File: src/rtl/core/urst_pkg.sv
`timescale 1ns / 1ps
// Shared types, codes and helpers for the unicast receiver session table.
package urst_pkg;

    localparam int MAX_FOLLOWERS_DEF = 4;
    localparam int RESULT_CAP        = 8;

    typedef enum logic [1:0] {
        OP_JOIN   = 2'd0,
        OP_LISTEN = 2'd1,
        OP_LEAVE  = 2'd2,
        OP_TICK   = 2'd3
    } t_op;

    typedef enum logic [2:0] {
        K_TRACK    = 3'd0,
        K_METATEXT = 3'd1,
        K_HEADER   = 3'd2,
        K_ENTRY    = 3'd3,
        K_LISTEN   = 3'd4,
        K_LEAVE    = 3'd5
    } t_kind;

    typedef enum logic [1:0] {
        CFG_OWN_ADDRESS = 2'd0,
        CFG_OWN_PORT    = 2'd1,
        CFG_EXPIRY      = 2'd2
    } t_cfg_idx;

    // Ordered: the emission states follow the order in which messages go out
    typedef enum logic [3:0] {
        S_IDLE   = 4'd0,
        S_EXEC   = 4'd1,
        S_PURGE  = 4'd2,
        S_LEAVE  = 4'd3,
        S_LISTEN = 4'd4,
        S_HDR    = 4'd5,
        S_ENT    = 4'd6,
        S_TRACK  = 4'd7,
        S_META   = 4'd8
    } t_state;

    typedef struct packed {
        logic [31:0] address;
        logic [15:0] port;
        logic [31:0] deadline;
    } t_entry;

    typedef struct packed {
        logic take_next;
        logic load_all;
        logic load_deadline;
    } t_cell_ctl;

    typedef struct packed {
        logic leave;
        logic promote;
        logic listen;
        logic list;
        logic tm;
    } t_flags;

    // Wrap-safe: due when deadline - now is zero or negative
    function automatic logic f_due(input logic [31:0] deadline, input logic [31:0] now);
        logic [31:0] d;
        begin
            d = deadline - now;
            return (d == 32'd0) || d[31];
        end
    endfunction

endpackage

File: src/rtl/core/urst_cell.sv
`timescale 1ns / 1ps
// One follower slot of the table chain: holds an endpoint and its deadline.
module urst_cell
    import urst_pkg::*;
(
    input  logic        i_clk,
    input  t_cell_ctl   i_ctl,
    input  t_entry      i_next,
    input  t_entry      i_load,
    input  logic [31:0] i_key_address,
    input  logic [15:0] i_key_port,
    input  logic [31:0] i_now,
    output t_entry      o_entry,
    output logic        o_match,
    output logic        o_due
);

    t_entry r_entry;

    always_ff @(posedge i_clk) begin
        priority if (i_ctl.take_next) begin
            r_entry <= i_next;
        end else if (i_ctl.load_all) begin
            r_entry <= i_load;
        end else if (i_ctl.load_deadline) begin
            r_entry.deadline <= i_load.deadline;
        end
    end

    assign o_entry = r_entry;
    assign o_match = (r_entry.address == i_key_address) && (r_entry.port == i_key_port);
    assign o_due   = f_due(r_entry.deadline, i_now);

endmodule

File: src/rtl/core/unicast_receiver_session_table_unit.sv
`timescale 1ns / 1ps
// Session table top level: sequencer, master registers and the follower cell chain.
// One input transaction at a time: it is taken in idle, decoded in the exec state, then
// each result passes through a one-deep output register, where it waits while the
// consumer stalls. A slave list walks the whole follower chain once, however many
// entries it holds; compaction after a listen from the master removes due followers
// one at a time in the purge state. Results are capped at eight per transaction.
module unicast_receiver_session_table_unit
    import urst_pkg::*;
#(
    parameter int MAX_FOLLOWERS = MAX_FOLLOWERS_DEF
) (
    input  logic        i_clk,
    input  logic        i_rst_n,
    input  logic        i_cfg_we,
    input  logic [1:0]  i_cfg_index,
    input  logic [31:0] i_cfg_data,
    input  logic        i_in_valid,
    output logic        o_in_ready,
    input  logic [1:0]  i_operation,
    input  logic [31:0] i_sender_address,
    input  logic [15:0] i_sender_port,
    input  logic [31:0] i_now,
    output logic        o_out_valid,
    input  logic        i_out_ready,
    output logic [2:0]  o_message_kind,
    output logic [31:0] o_dest_address,
    output logic [15:0] o_dest_port,
    output logic [2:0]  o_entry_count,
    output logic [31:0] o_entry_address,
    output logic [15:0] o_entry_port,
    output logic        o_session_active,
    output logic        o_last
);

    localparam int CW  = $clog2(MAX_FOLLOWERS + 1);
    localparam int IW  = (MAX_FOLLOWERS > 1) ? $clog2(MAX_FOLLOWERS) : 1;
    localparam int NRW = $clog2(RESULT_CAP + 1);

    // configuration
    logic [31:0] r_own_address;
    logic [15:0] r_own_port;
    logic [15:0] r_expiry;

    // sequencer and session state
    t_state      r_state, n_state;
    t_flags      r_flags, n_flags;
    logic        r_in_session, n_in_session;
    logic [31:0] r_maddr, n_maddr;
    logic [15:0] r_mport, n_mport;
    logic [31:0] r_mdl, n_mdl;
    logic        r_armed, n_armed;
    logic [CW-1:0]  r_count, n_count;
    logic [CW-1:0]  r_k, n_k;
    logic [NRW-1:0] r_nres, n_nres;

    // latched transaction
    t_op         r_op;
    logic [31:0] r_ka;
    logic [15:0] r_kp;
    logic [31:0] r_now;

    // output register
    logic        r_ov, n_ov;
    t_kind       r_o_kind;
    logic [31:0] r_o_daddr;
    logic [15:0] r_o_dport;
    logic [2:0]  r_o_cnt;
    logic [31:0] r_o_eaddr;
    logic [15:0] r_o_eport;
    logic        r_o_sess;
    logic        r_o_last;

    // chain
    t_entry      w_ent   [MAX_FOLLOWERS];
    t_cell_ctl   w_ctl   [MAX_FOLLOWERS];
    logic [MAX_FOLLOWERS-1:0] w_match, w_due, w_live;
    t_entry      w_load;
    t_entry      w_prom;

    logic          fvalid, dvalid;
    logic [IW-1:0] fidx, didx;
    logic          rot_en, rem_en, add_en, ref_en;
    logic [IW-1:0] rem_idx, ref_idx;
    logic [IW-1:0] add_idx, prom_idx;
    logic [CW-1:0] cnt_m1;
    logic [CW+2:0] cnt_ext;

    logic        emit, e_last;
    t_kind       e_kind;
    logic [2:0]  e_cnt;
    logic [31:0] e_ea;
    logic [15:0] e_ep;
    logic        emit_ok, out_free, step;
    logic        is_master, is_self, do_leave, purge, ent_emit, ent_adv;
    logic [31:0] dl_new;
    t_flags      nf;

    function automatic t_state next_after(input t_flags f, input t_state s);
        t_state nx;
        begin
            nx = S_IDLE;
            if (f.tm && s < S_TRACK) nx = S_TRACK;
            if (f.list && s < S_HDR) nx = S_HDR;
            if (f.listen && s < S_LISTEN) nx = S_LISTEN;
            if (f.leave && s < S_LEAVE) nx = S_LEAVE;
            return nx;
        end
    endfunction

    assign dl_new    = r_now + {16'd0, r_expiry};
    assign w_load    = '{address: r_ka, port: r_kp, deadline: dl_new};
    assign cnt_m1    = r_count - CW'(1);
    assign prom_idx  = cnt_m1[IW-1:0];
    assign add_idx   = r_count[IW-1:0];
    assign w_prom    = w_ent[prom_idx];
    assign is_master = (r_ka == r_maddr) && (r_kp == r_mport);
    assign is_self   = (r_ka == r_own_address) && (r_kp == r_own_port);
    assign cnt_ext   = {3'd0, r_count};

    genvar j;
    generate
        for (j = 0; j < MAX_FOLLOWERS; j++) begin : g_cell
            localparam logic [IW-1:0] JI = IW'(j);
            localparam logic [CW-1:0] JC = CW'(j);
            localparam int NX = (j + 1) % MAX_FOLLOWERS;

            assign w_live[j] = JC < r_count;
            assign w_ctl[j].take_next = rot_en || (rem_en && JI >= rem_idx);
            assign w_ctl[j].load_all = add_en && (add_idx == JI);
            assign w_ctl[j].load_deadline = ref_en && (ref_idx == JI);

            urst_cell u_cell (
                .i_clk        (i_clk),
                .i_ctl        (w_ctl[j]),
                .i_next       (w_ent[NX]),
                .i_load       (w_load),
                .i_key_address(r_ka),
                .i_key_port   (r_kp),
                .i_now        (r_now),
                .o_entry      (w_ent[j]),
                .o_match      (w_match[j]),
                .o_due        (w_due[j])
            );
        end
    endgenerate

    // lowest live slot that matches the key / is due
    always_comb begin
        fvalid = 1'b0;
        fidx   = '0;
        dvalid = 1'b0;
        didx   = '0;
        for (int i = MAX_FOLLOWERS - 1; i >= 0; i--) begin
            if (w_match[i] && w_live[i]) begin
                fvalid = 1'b1;
                fidx   = IW'(i);
            end
            if (w_due[i] && w_live[i]) begin
                dvalid = 1'b1;
                didx   = IW'(i);
            end
        end
    end

    always_comb begin
        n_state      = r_state;
        n_flags      = r_flags;
        n_in_session = r_in_session;
        n_maddr      = r_maddr;
        n_mport      = r_mport;
        n_mdl        = r_mdl;
        n_armed      = r_armed;
        n_count      = r_count;
        n_k          = r_k;
        n_nres       = r_nres;
        rot_en   = 1'b0;
        rem_en   = 1'b0;
        rem_idx  = '0;
        add_en   = 1'b0;
        ref_en   = 1'b0;
        ref_idx  = '0;
        emit     = 1'b0;
        e_last   = 1'b0;
        e_kind   = K_TRACK;
        e_cnt    = 3'd0;
        e_ea     = 32'd0;
        e_ep     = 16'd0;
        do_leave = 1'b0;
        purge    = 1'b0;
        ent_emit = 1'b0;
        ent_adv  = 1'b0;
        nf       = '0;
        emit_ok  = r_nres < NRW'(RESULT_CAP);
        out_free = !r_ov || i_out_ready;
        step     = !emit_ok || out_free;

        unique case (r_state)
            S_IDLE: begin
                if (i_in_valid) n_state = S_EXEC;
            end
            S_EXEC: begin
                n_nres = '0;
                if (!r_in_session) begin
                    if (r_op == OP_JOIN || r_op == OP_LISTEN) begin
                        n_maddr      = r_ka;
                        n_mport      = r_kp;
                        n_count      = '0;
                        n_in_session = 1'b1;
                        n_mdl        = dl_new;
                        n_armed      = 1'b1;
                        nf.tm        = 1'b1;
                    end
                end else begin
                    unique case (r_op)
                        OP_JOIN: begin
                            if (is_master) begin
                                n_mdl   = dl_new;
                                n_armed = 1'b1;
                            end else if (fvalid) begin
                                ref_en  = 1'b1;
                                ref_idx = fidx;
                            end else if (r_count < CW'(MAX_FOLLOWERS)) begin
                                add_en    = 1'b1;
                                n_count   = r_count + CW'(1);
                                nf.listen = 1'b1;
                            end
                            nf.list = 1'b1;
                            nf.tm   = 1'b1;
                        end
                        OP_LISTEN: begin
                            if (is_master) begin
                                n_mdl   = dl_new;
                                n_armed = 1'b1;
                                purge   = 1'b1;
                            end else if (fvalid) begin
                                ref_en  = 1'b1;
                                ref_idx = fidx;
                            end else if (r_count < CW'(MAX_FOLLOWERS)) begin
                                add_en    = 1'b1;
                                n_count   = r_count + CW'(1);
                                nf.listen = 1'b1;
                                nf.list   = 1'b1;
                                nf.tm     = 1'b1;
                            end
                        end
                        OP_LEAVE: do_leave = 1'b1;
                        OP_TICK: begin
                            if (r_armed && f_due(r_mdl, r_now)) begin
                                n_armed  = 1'b0;
                                do_leave = 1'b1;
                            end
                        end
                    endcase
                    if (do_leave) begin
                        if (is_master || is_self) begin
                            if (r_count == '0) begin
                                nf.leave     = is_master;
                                n_in_session = 1'b0;
                                n_armed      = 1'b0;
                            end else begin
                                nf.leave   = 1'b1;
                                nf.promote = 1'b1;
                                nf.list    = r_count > CW'(1);
                            end
                        end else if (fvalid) begin
                            rem_en   = 1'b1;
                            rem_idx  = fidx;
                            n_count  = cnt_m1;
                            nf.leave = 1'b1;
                            nf.list  = 1'b1;
                        end
                    end
                end
                n_flags = nf;
                n_state = purge ? S_PURGE : next_after(nf, S_EXEC);
            end
            S_PURGE: begin
                if (dvalid) begin
                    rem_en       = 1'b1;
                    rem_idx      = didx;
                    n_count      = cnt_m1;
                    n_flags.list = 1'b1;
                end else begin
                    n_state = next_after(r_flags, S_PURGE);
                end
            end
            S_LEAVE: begin
                if (step) begin
                    emit   = emit_ok;
                    e_kind = K_LEAVE;
                    e_last = next_after(r_flags, S_LEAVE) == S_IDLE;
                    if (r_flags.promote) begin
                        // old master goes out with the leave, last follower takes over
                        n_maddr = w_prom.address;
                        n_mport = w_prom.port;
                        n_mdl   = w_prom.deadline;
                        n_armed = 1'b1;
                        n_count = cnt_m1;
                    end
                    n_state = next_after(r_flags, S_LEAVE);
                end
            end
            S_LISTEN: begin
                if (step) begin
                    emit    = emit_ok;
                    e_kind  = K_LISTEN;
                    e_last  = next_after(r_flags, S_LISTEN) == S_IDLE;
                    n_state = next_after(r_flags, S_LISTEN);
                end
            end
            S_HDR: begin
                if (step) begin
                    emit    = emit_ok;
                    e_kind  = K_HEADER;
                    e_cnt   = cnt_ext[2:0];
                    e_last  = (r_count == '0) && !r_flags.tm;
                    n_k     = '0;
                    n_state = (r_count != '0) ? S_ENT : next_after(r_flags, S_ENT);
                end
            end
            S_ENT: begin
                // rotate the whole ring once; live slots pass cell 0 in order
                ent_emit = r_k < r_count;
                ent_adv  = !(ent_emit && emit_ok) || out_free;
                if (ent_adv) begin
                    rot_en = 1'b1;
                    emit   = ent_emit && emit_ok;
                    e_kind = K_ENTRY;
                    e_ea   = w_ent[0].address;
                    e_ep   = w_ent[0].port;
                    e_last = (r_k == cnt_m1) && !r_flags.tm;
                    n_k    = r_k + CW'(1);
                    if (r_k == CW'(MAX_FOLLOWERS - 1)) n_state = next_after(r_flags, S_ENT);
                end
            end
            S_TRACK: begin
                if (step) begin
                    emit    = emit_ok;
                    e_kind  = K_TRACK;
                    n_state = S_META;
                end
            end
            S_META: begin
                if (step) begin
                    emit    = emit_ok;
                    e_kind  = K_METATEXT;
                    e_last  = 1'b1;
                    n_state = S_IDLE;
                end
            end
            default: n_state = S_IDLE;
        endcase

        // the eighth result closes the transaction, later ones are dropped
        if (r_nres == NRW'(RESULT_CAP - 1)) e_last = 1'b1;
        if (emit) n_nres = r_nres + NRW'(1);

        if (emit) n_ov = 1'b1;
        else if (i_out_ready) n_ov = 1'b0;
        else n_ov = r_ov;
    end

    assign o_in_ready = (r_state == S_IDLE);

    always_ff @(posedge i_clk) begin
        if (!i_rst_n) begin
            r_state       <= S_IDLE;
            r_flags       <= '0;
            r_in_session  <= 1'b0;
            r_maddr       <= 32'd0;
            r_mport       <= 16'd0;
            r_mdl         <= 32'd0;
            r_armed       <= 1'b0;
            r_count       <= '0;
            r_k           <= '0;
            r_nres        <= '0;
            r_ov          <= 1'b0;
            r_own_address <= 32'd0;
            r_own_port    <= 16'd0;
            r_expiry      <= 16'd10000;
        end else begin
            r_state      <= n_state;
            r_flags      <= n_flags;
            r_in_session <= n_in_session;
            r_maddr      <= n_maddr;
            r_mport      <= n_mport;
            r_mdl        <= n_mdl;
            r_armed      <= n_armed;
            r_count      <= n_count;
            r_k          <= n_k;
            r_nres       <= n_nres;
            r_ov         <= n_ov;
            if (i_cfg_we) begin
                unique case (i_cfg_index)
                    CFG_OWN_ADDRESS: r_own_address <= i_cfg_data;
                    CFG_OWN_PORT:    r_own_port    <= i_cfg_data[15:0];
                    CFG_EXPIRY:      r_expiry      <= i_cfg_data[15:0];
                    default: ;
                endcase
            end
        end
    end

    always_ff @(posedge i_clk) begin
        if (i_in_valid && o_in_ready) begin
            r_op  <= t_op'(i_operation);
            // a tick that fires acts as a leave from the own address and port
            r_ka  <= (t_op'(i_operation) == OP_TICK) ? r_own_address : i_sender_address;
            r_kp  <= (t_op'(i_operation) == OP_TICK) ? r_own_port : i_sender_port;
            r_now <= i_now;
        end
        if (emit) begin
            r_o_kind  <= e_kind;
            r_o_daddr <= r_maddr;
            r_o_dport <= r_mport;
            r_o_cnt   <= e_cnt;
            r_o_eaddr <= e_ea;
            r_o_eport <= e_ep;
            r_o_sess  <= r_in_session;
            r_o_last  <= e_last;
        end
    end

    assign o_out_valid      = r_ov;
    assign o_message_kind   = r_o_kind;
    assign o_dest_address   = r_o_daddr;
    assign o_dest_port      = r_o_dport;
    assign o_entry_count    = r_o_cnt;
    assign o_entry_address  = r_o_eaddr;
    assign o_entry_port     = r_o_eport;
    assign o_session_active = r_o_sess;
    assign o_last           = r_o_last;

`ifndef ASSERT_OFF
    a_count_range: assert property (@(posedge i_clk) disable iff (!i_rst_n)
        r_count <= CW'(MAX_FOLLOWERS))
        else $error("follower count beyond table size");

    a_idle_empty: assert property (@(posedge i_clk) disable iff (!i_rst_n)
        !r_in_session |-> (r_count == '0) && !r_armed)
        else $error("followers or timer left without a session");

    a_results_cap: assert property (@(posedge i_clk) disable iff (!i_rst_n)
        r_nres <= NRW'(RESULT_CAP))
        else $error("result counter past cap");
`endif

endmodule
File: config.mk
export PLATFORM = sky130hd
export DESIGN_NAME = unicast_receiver_session_table_unit
export DESIGN_NICKNAME = d
export VERILOG_FILES = /design/src/rtl/core/urst_pkg.sv /design/src/rtl/core/urst_cell.sv /design/src/rtl/core/unicast_receiver_session_table_unit.sv
export SDC_FILE = /design/constraint.sdc
export NUM_CORES = 2
export LEC_CHECK = 0
export BUFFER_PORTS_ARGS = -buffer_cell sky130_fd_sc_hd__buf_2
export CAP_MARGIN = 0
export CORE_ASPECT_RATIO = 2
export CORE_MARGIN = 2
export CORE_UTILIZATION = 34
export CTS_CLUSTER_SIZE = 16
export DETAILED_ROUTE_END_ITERATION = 7
export GPL_ROUTABILITY_DRIVEN = 0
export REMOVE_ABC_BUFFERS = 1
export SLEW_MARGIN = 40
export SYNTH_ARGS = -nofsm -noshare
export SYNTH_HDL_FRONTEND = slang
export SYNTH_SLANG_ARGS = --single-unit
File: constraint.sdc
create_clock -name i_clk -period 9.6 [get_ports i_clk]
set_input_delay 0.48 -clock i_clk [delete_from_list [all_inputs] [get_ports i_clk]]
set_output_delay 0.48 -clock i_clk [all_outputs]
set_load 0.01 [all_outputs]
# == After elaboration in Yosys (flattened, before gate mapping) ==
# Cells that the tools add are included.
# classes
n_addsub,10
n_lt_le_gt_ge,13
n_eq_ne,51
n_mux,181
bitwise_logic,1
n_reduce_logical,91
# op_table
op,n
$mux W32,19
$mux W80,6
$eq A32 B32 Y1,6
$mux W48,4
$bmux W80 S2,1
$logic_not A32 Y1,5
$sub A32 B32 Y32,5
$pmux W32 S2,2
$eq A16 B16 Y1,6
$mux W4,23
$mux W16,5
$mux W1,66
$mux W3,21
$mux W2,20
$pmux W4 S9,1
$add A32 B16 Y32,1
$pmux W16 S2,1
$logic_and A1 B1 Y1,31
$ne A2 B2 Y1 const B,13
$eq A4 B3 Y1 const B,5
$reduce_bool A2 Y1,9
$reduce_bool A3 Y1,6
$eq A2 B2 Y1 const B,8
$pmux W3 S5,1
38 further kinds,82
# totals
register_bits,672
in_bits,121
elab_cells,389

# == Logic depth before layout (Yosys ltp) ==
# depth
ltp_word,20
ltp_mapped,19
ltp_nobuf,17

# == Modules after synthesis ==
# From an unflattened synthesis, not the netlist that was laid out.
# unflattened
cells_unflattened,4282
hier_area_um2,44292.5
# modules_own_cells
module,n_inst,cells_per_inst,area_per_inst_um2,seq_area_each_um2
urst_cell,4,546,5908.2,2402.3
unicast_receiver_session_table_unit,1,2098,20659.8,8908.5

# == Worst setup path before layout ==
# Ideal clock, no wire load.
# synth_path
path_type,reg-to-reg
from,register r_now[1]
to,"register g_cell[0].u_cell.r_entry (netlist bit g_cell[0].u_cell.o_entry[0]), enable pin"
setup_time_ns,0.428
t_arrival_ns,6.019
setup_slack_ns,3.153
path_stages_with_launch,17
path_buffers,0
period_less_slack_ns,6.447
cell_sequence,edfxtp_1 > inv_1 > ha_1 > nand2b_1 > a211o_1 > a21oi_1 > o21a_1 > a21bo_2 > a221oi_1 > mux2_2 > a211oi_1 > nand4_1 > a211oi_1 > o21ba_2 > o31ai_4 > a21o_1 > o21bai_1
# synth_via
elab_chain_cells,15
word_cells_on_any_way,44
classes_between,5 x add/sub; 1 x order compare; 20 x mux; 18 x reduce/logical
# synth_rtl
element,line,text
from (decl),unicast_receiver_session_table_unit.sv:61,logic [31:0] r_now;
from (signal assigned),unicast_receiver_session_table_unit.sv:411,r_now <= i_now;
$sub A32 B32 Y32,urst_pkg.sv:67,d = deadline - now;
$logic_not A32 Y1,urst_pkg.sv:68,return (d == 32'd0) || d[31];
$logic_or A1 B1 Y1,urst_pkg.sv:68,
$logic_and A1 B1 Y1,unicast_receiver_session_table_unit.sv:249,"if (r_armed && f_due(r_mdl, r_now)) begin"
$mux W1,unicast_receiver_session_table_unit.sv:249,
$pmux W1 S2,unicast_receiver_session_table_unit.sv:215,unique case (r_op)
$mux W1,unicast_receiver_session_table_unit.sv:204,if (!r_in_session) begin
$mux W1,unicast_receiver_session_table_unit.sv:198,unique case (r_state)
$mux W2,unicast_receiver_session_table_unit.sv:255,if (do_leave) begin
$mux W2,unicast_receiver_session_table_unit.sv:204,
$pmux W2 S2,unicast_receiver_session_table_unit.sv:198,
$ge A1 B2 Y1,unicast_receiver_session_table_unit.sv:129,assign w_ctl[j].take_next = rot_en || (rem_en && JI >= rem_idx);
$logic_and A1 B1 Y1 (*),unicast_receiver_session_table_unit.sv:129,
$logic_or A1 B1 Y1 (*),unicast_receiver_session_table_unit.sv:129,
$reduce_bool A3 Y1 (no source line) (*),-,
to (signal assigned),urst_cell.sv:22,r_entry <= i_next;
to (signal assigned),urst_cell.sv:24,r_entry <= i_load;
to (decl),urst_cell.sv:18,t_entry r_entry;
# Mark *: on every way between the ends. The rest lies on a longest branch, timed or not. The select of a mux whose other input is x is not followed.
# A chain may end at the register's enable or synchronous reset.

# == Worst setup path in the final report ==
# layout_path
from,register r_now[0]
to,"register g_cell[2].u_cell.r_entry (netlist bit g_cell[2].u_cell.o_entry[6]), enable pin"
# layout_via
elab_chain_cells,15
word_cells_on_any_way,44
classes_between,5 x add/sub; 1 x order compare; 20 x mux; 18 x reduce/logical
# layout_rtl
element,line
$sub A32 B32 Y32,urst_pkg.sv:67
$logic_not A32 Y1,urst_pkg.sv:68
$logic_or A1 B1 Y1,urst_pkg.sv:68
$logic_and A1 B1 Y1,unicast_receiver_session_table_unit.sv:249
$mux W1,unicast_receiver_session_table_unit.sv:249
$pmux W1 S2,unicast_receiver_session_table_unit.sv:215
$mux W1,unicast_receiver_session_table_unit.sv:204
$mux W1,unicast_receiver_session_table_unit.sv:198
$mux W2,unicast_receiver_session_table_unit.sv:255
$mux W2,unicast_receiver_session_table_unit.sv:204
$pmux W2 S2,unicast_receiver_session_table_unit.sv:198
$ge A2 B2 Y1,unicast_receiver_session_table_unit.sv:129
$logic_and A1 B1 Y1 (*),unicast_receiver_session_table_unit.sv:129
$logic_or A1 B1 Y1 (*),unicast_receiver_session_table_unit.sv:129
$reduce_bool A3 Y1 (no source line) (*),-
to (signal assigned),urst_cell.sv:22
to (signal assigned),urst_cell.sv:24
to (decl),urst_cell.sv:18
# Marks and branches as above.

==> impl_metrics.py <==
metrics = {
    "status": {
        "status": "finished clean",
    },
    "layout": {
        "seq_area_um2": 18520,
        "multi_input_area_um2": 24110,
        "n_fill_cell": 12534,
        "final_area_um2": 49680,
        "drive_gt1_frac": 0.1907,
        "area_delta_synth_final_pct": 13.08,
        "nets": 4678,
    },
    "drt": {
        "drt_wl_total_um": 189900,
        "route.detailed.wl_per_inst_um": 31.02,
        "drc_errors": 0,
        "drtIter0Drc": 3460,
        "avgViaCountPerCell": 6.102,
        "dr.pass1.iters": 6,
        "routed-via-count": 37359,
        "ant_nets": 0,
    },
    "yosys": {
        "synthDistinctLibCells": 93,
        "synth_ff_type": "edfxtp_1",
        "synth-xor-area-share": 0.07854,
        "synth_area_um2": 43940,
        "ys_warn_count": 0,
        "synth_top_family_by_area": "simple AND/OR/NAND/NOR gates",
        "synth-seq-area-share": 0.4215,
        "yosys.area_share.adder": 0.05456,
        "synth_compound_area_frac": 0.1306,
        "yosys.area_share.simple": 0.1405,
        "yosysTopAreaCell": "edfxtp_1",
        "postSynth.asyncResetShare": 0,
        "synth_seq_cells": 672,
        "synth_cells": 4235,
        "synth_mux_area_frac": 0.1390,
        "yosys.area.top_type_share": 0.3458,
        "syn_avg_cell_area_um2": 10.37,
        "synth_edf_count": 506,
        "yosys-top-cells-area": "edfxtp_1, dfxtp_1, mux2_2",
    },
    "power": {
        "p_seq_frac": 0.315,
        "comb_power_share": 0.490,
        "p_total_w": 0.01539,
        "power_density_nw_per_um2": 309.8,
        "ir_drop_uv": 227.8,
        "p_clk_frac": 0.195,
        "swShare": 0.4479,
        "p_int_w": 0.008498,
        "power.switching_w": 0.006893,
        "leakagePower_nw": 18.00,
    },
    "flow_run": {
        "maxCapViolCount": 0,
    },
    "timing": {
        "period_share": 0.8104,
        "relSlewSlack": 0.3524,
        "fin_skew_ns": 0.04465,
        "tightest_slew_ns": 0.9613,
        "max_freq_mhz": 128.5,
        "maxSlewViolCount": 0,
        "fin_crit_ns": 7.780,
        "setup_viol": 0,
        "final_hold_viol_count": 0,
        "rsz0062_at_grt": "false",
    },
    "floorplanning": {
        "die-height_um": 512.4,
        "die_w_um": 258.2,
        "fp.dieArea_um2": 132300,
        "core_um2": 128200,
        "io_pins": 227,
        "start_util": 0.3426,
        "fp-row-count": 186,
    },
    "clocking": {
        "clk-insertion-delay-late_ns": 0.72,
        "h-tree-depth": 3,
        "root_buffer": "clkbuf_16",
        "clk_pin_slew_worst_paths_ns": 0.07,
        "cts_tree": "done",
        "cts_inserted_buffers": 69,
        "clockBufferDepth": 3,
        "cts_setup_buffers": 0,
        "cts_num_sinks": 672,
    },
    "place": {
        "place_area_um2": 46770,
        "dp_hpwl_um": 141100,
        "portBuffers": 226,
    },
    "setup_path": {
        "worstSetupPathType": "reg -> reg",
        "critPathLaunchType": "register",
        "worstPathRequired_ns": 9.93,
        "arrival_ns": 8.11,
        "end_kind": "register",
        "path_max_fanout": 46,
    },
    "grt": {
        "grt_pass1_wl_um": 267600,
        "antenna_found_initial": 9,
        "grt.total_usage": 0.2821,
        "grt_pass1_vias": 37162,
        "grt_max_degree": 85,
        "grt_remaining_overflow": 0,
    },
    "worst_hold_path": {
        "hold_path.class": "in -> reg",
    },
}
-- layout by cell type, fill, tap and decap left out, types with 45 or more instances in the layout --
cell type	Yosys	routed
nor2_1	257	255
mux4_2	80	80
mux2_1	86	86
a311oi_1	70	69
buf_2	24	227
clkbuf_16	0	69
and3_1	69	69
mux2_2	282	282
a21oi_1	270	267
ha_1	182	181
xnor2_1	197	196
xor2_1	197	195
nor4_1	69	63
inv_1	105	105
o21ai_0	126	126
nand3_1	80	78
dfxtp_1	166	165
edfxtp_1	506	506
a21o_1	60	56
nand4_1	85	85
buf_4	1	49
nand2b_1	45	45
nor3_1	76	73
nand2_1	451	450
-- power by group through the flow --
stage / logic [W] / clock network (W) / registers (W)
global route: 0.00793 / 0.00312 / 0.00489
global placement: 0.00705 / 0 / 0.00490
finish: 0.00755 / 0.00299 / 0.00485
CTS: 0.00721 / 0.00303 / 0.00484
detailed placement: 0.00717 / 0 / 0.00489
floorplan: 0.00463 / 0 / 0.00474
-- per-layer routing --
layer	track usage	wire length (um)
met3	0.04185	11130
met2	0.5131	97300
met5	0	47
met1	0.2736	60280
met4	0.2515	21130
-- flip-flops by register name (all words and copies together) (netlist names), 3 cells and up --
register	flops
o_dest_address	32
r_count	3
o_entry_address	32
r_expiry	16
o_entry_port	16
r_flags	5
r_nres	4
r_own_port	16
r_k	3
r_kp	16
r_now	32
o_entry_count	3
r_state	4
g_cell.u_cell.o_entry	320
r_mdl	32
o_dest_port	16
o_message_kind	3
r_ka	32
r_own_address	32
r_mport	16
r_maddr	32
-- worst max-delay path: stages (launching register included) --
cell and delay (ns):
edfxtp_1 0.55, ha_1 0.30, fa_1 0.40, nand2b_1 0.20, a21oi_1 0.39, o2111ai_1 0.25
nand3_1 0.58, o21ai_0 0.39, xor2_1 0.36, o2111ai_1 0.16, or4_1 0.58, and4b_1 0.37
a211oi_1 0.10, a21oi_1 0.42, or3_4 0.62, o31a_2 0.29, buf_4 0.64, a211o_1 0.18
buf_4 0.51
-- what timing repair did --
| action | in CTS | in global routing |
|---|---|---|
| endpoints found under the hold margin | 34 | 0 |
| hold buffers | 34 | 0 |
| gates resized for setup | 0 | 0 |
-- final cells by class --
class / instances / share of cell area
timing repair buffer: 327 / 0.04281
tap: 1692 / 0.04261
sequential: 672 / 0.3728
multi-input combinational: 3193 / 0.4853
inverter: 106 / 0.008109
clock inverter: 45 / 0.01136
clock buffer: 82 / 0.03674
antenna: 5 / 0.0002518
-- metrics by stage --
| step | hold WS (ns) | std cells | TNS [ns] | setup WS, ns | util |
|---|---|---|---|---|---|
| floorplan | 0.4406 | 3971 | -239.84 | -1.599 | - |
| global placement | 0.4545 | 5942 | 0 | 1.971 | 0.3632 |
| detailed placement | 0.4584 | 5948 | 0 | 2.057 | 0.3647 |
| CTS | 0.004310 | 6109 | 0 | 2.010 | 0.3860 |
| global route | 0.01294 | 6119 | 0 | 1.649 | 0.3874 |
| finish | 0.02656 | 6122 | 0 | 1.820 | 0.3875 |
-- Yosys cell counts (20+ instances only) --
master / n
inv_1: 105
a31oi_1: 38
buf_1: 20
xnor2_1: 197
nand3_1: 80
mux2_1: 86
xor2_1: 197
mux4_2: 80
a211oi_1: 24
o211ai_1: 32
nor2_1: 257
mux2_2: 282
nor4_1: 69
nand4_1: 85
o21a_1: 35
edfxtp_1: 506
a21oi_1: 270
a311oi_1: 70
ha_1: 182
and2_1: 20
buf_2: 24
nor3_1: 76
nand2_1: 451
nor2b_1: 39
nand2b_1: 45
o21ai_0: 126
dfxtp_1: 166
clkbuf_1: 202
a21o_1: 60
and3_1: 69
-- final timing paths --
path / startpoint / to / slack (ns) / depth (start not counted)
min: i_now[0] / r_now[0] / 0.03 / 1
max: r_now[0] / g_cell[2].u_cell.o_entry[6] / 1.82 / 18
max reg2reg: r_now[0] / g_cell[2].u_cell.o_entry[6] / 1.82 / 18
min reg2reg: r_expiry[3] / r_expiry[3] / 0.47 / 2
-- kinds of logic after synthesis --
kind of cell	count (synthesis)
compound gates	863
xor+xnor	394
fa+ha+maj	188
buf+inv	370
flops	672
mux	464
simple gates	1284
Power figures use the tool's default switching activity.
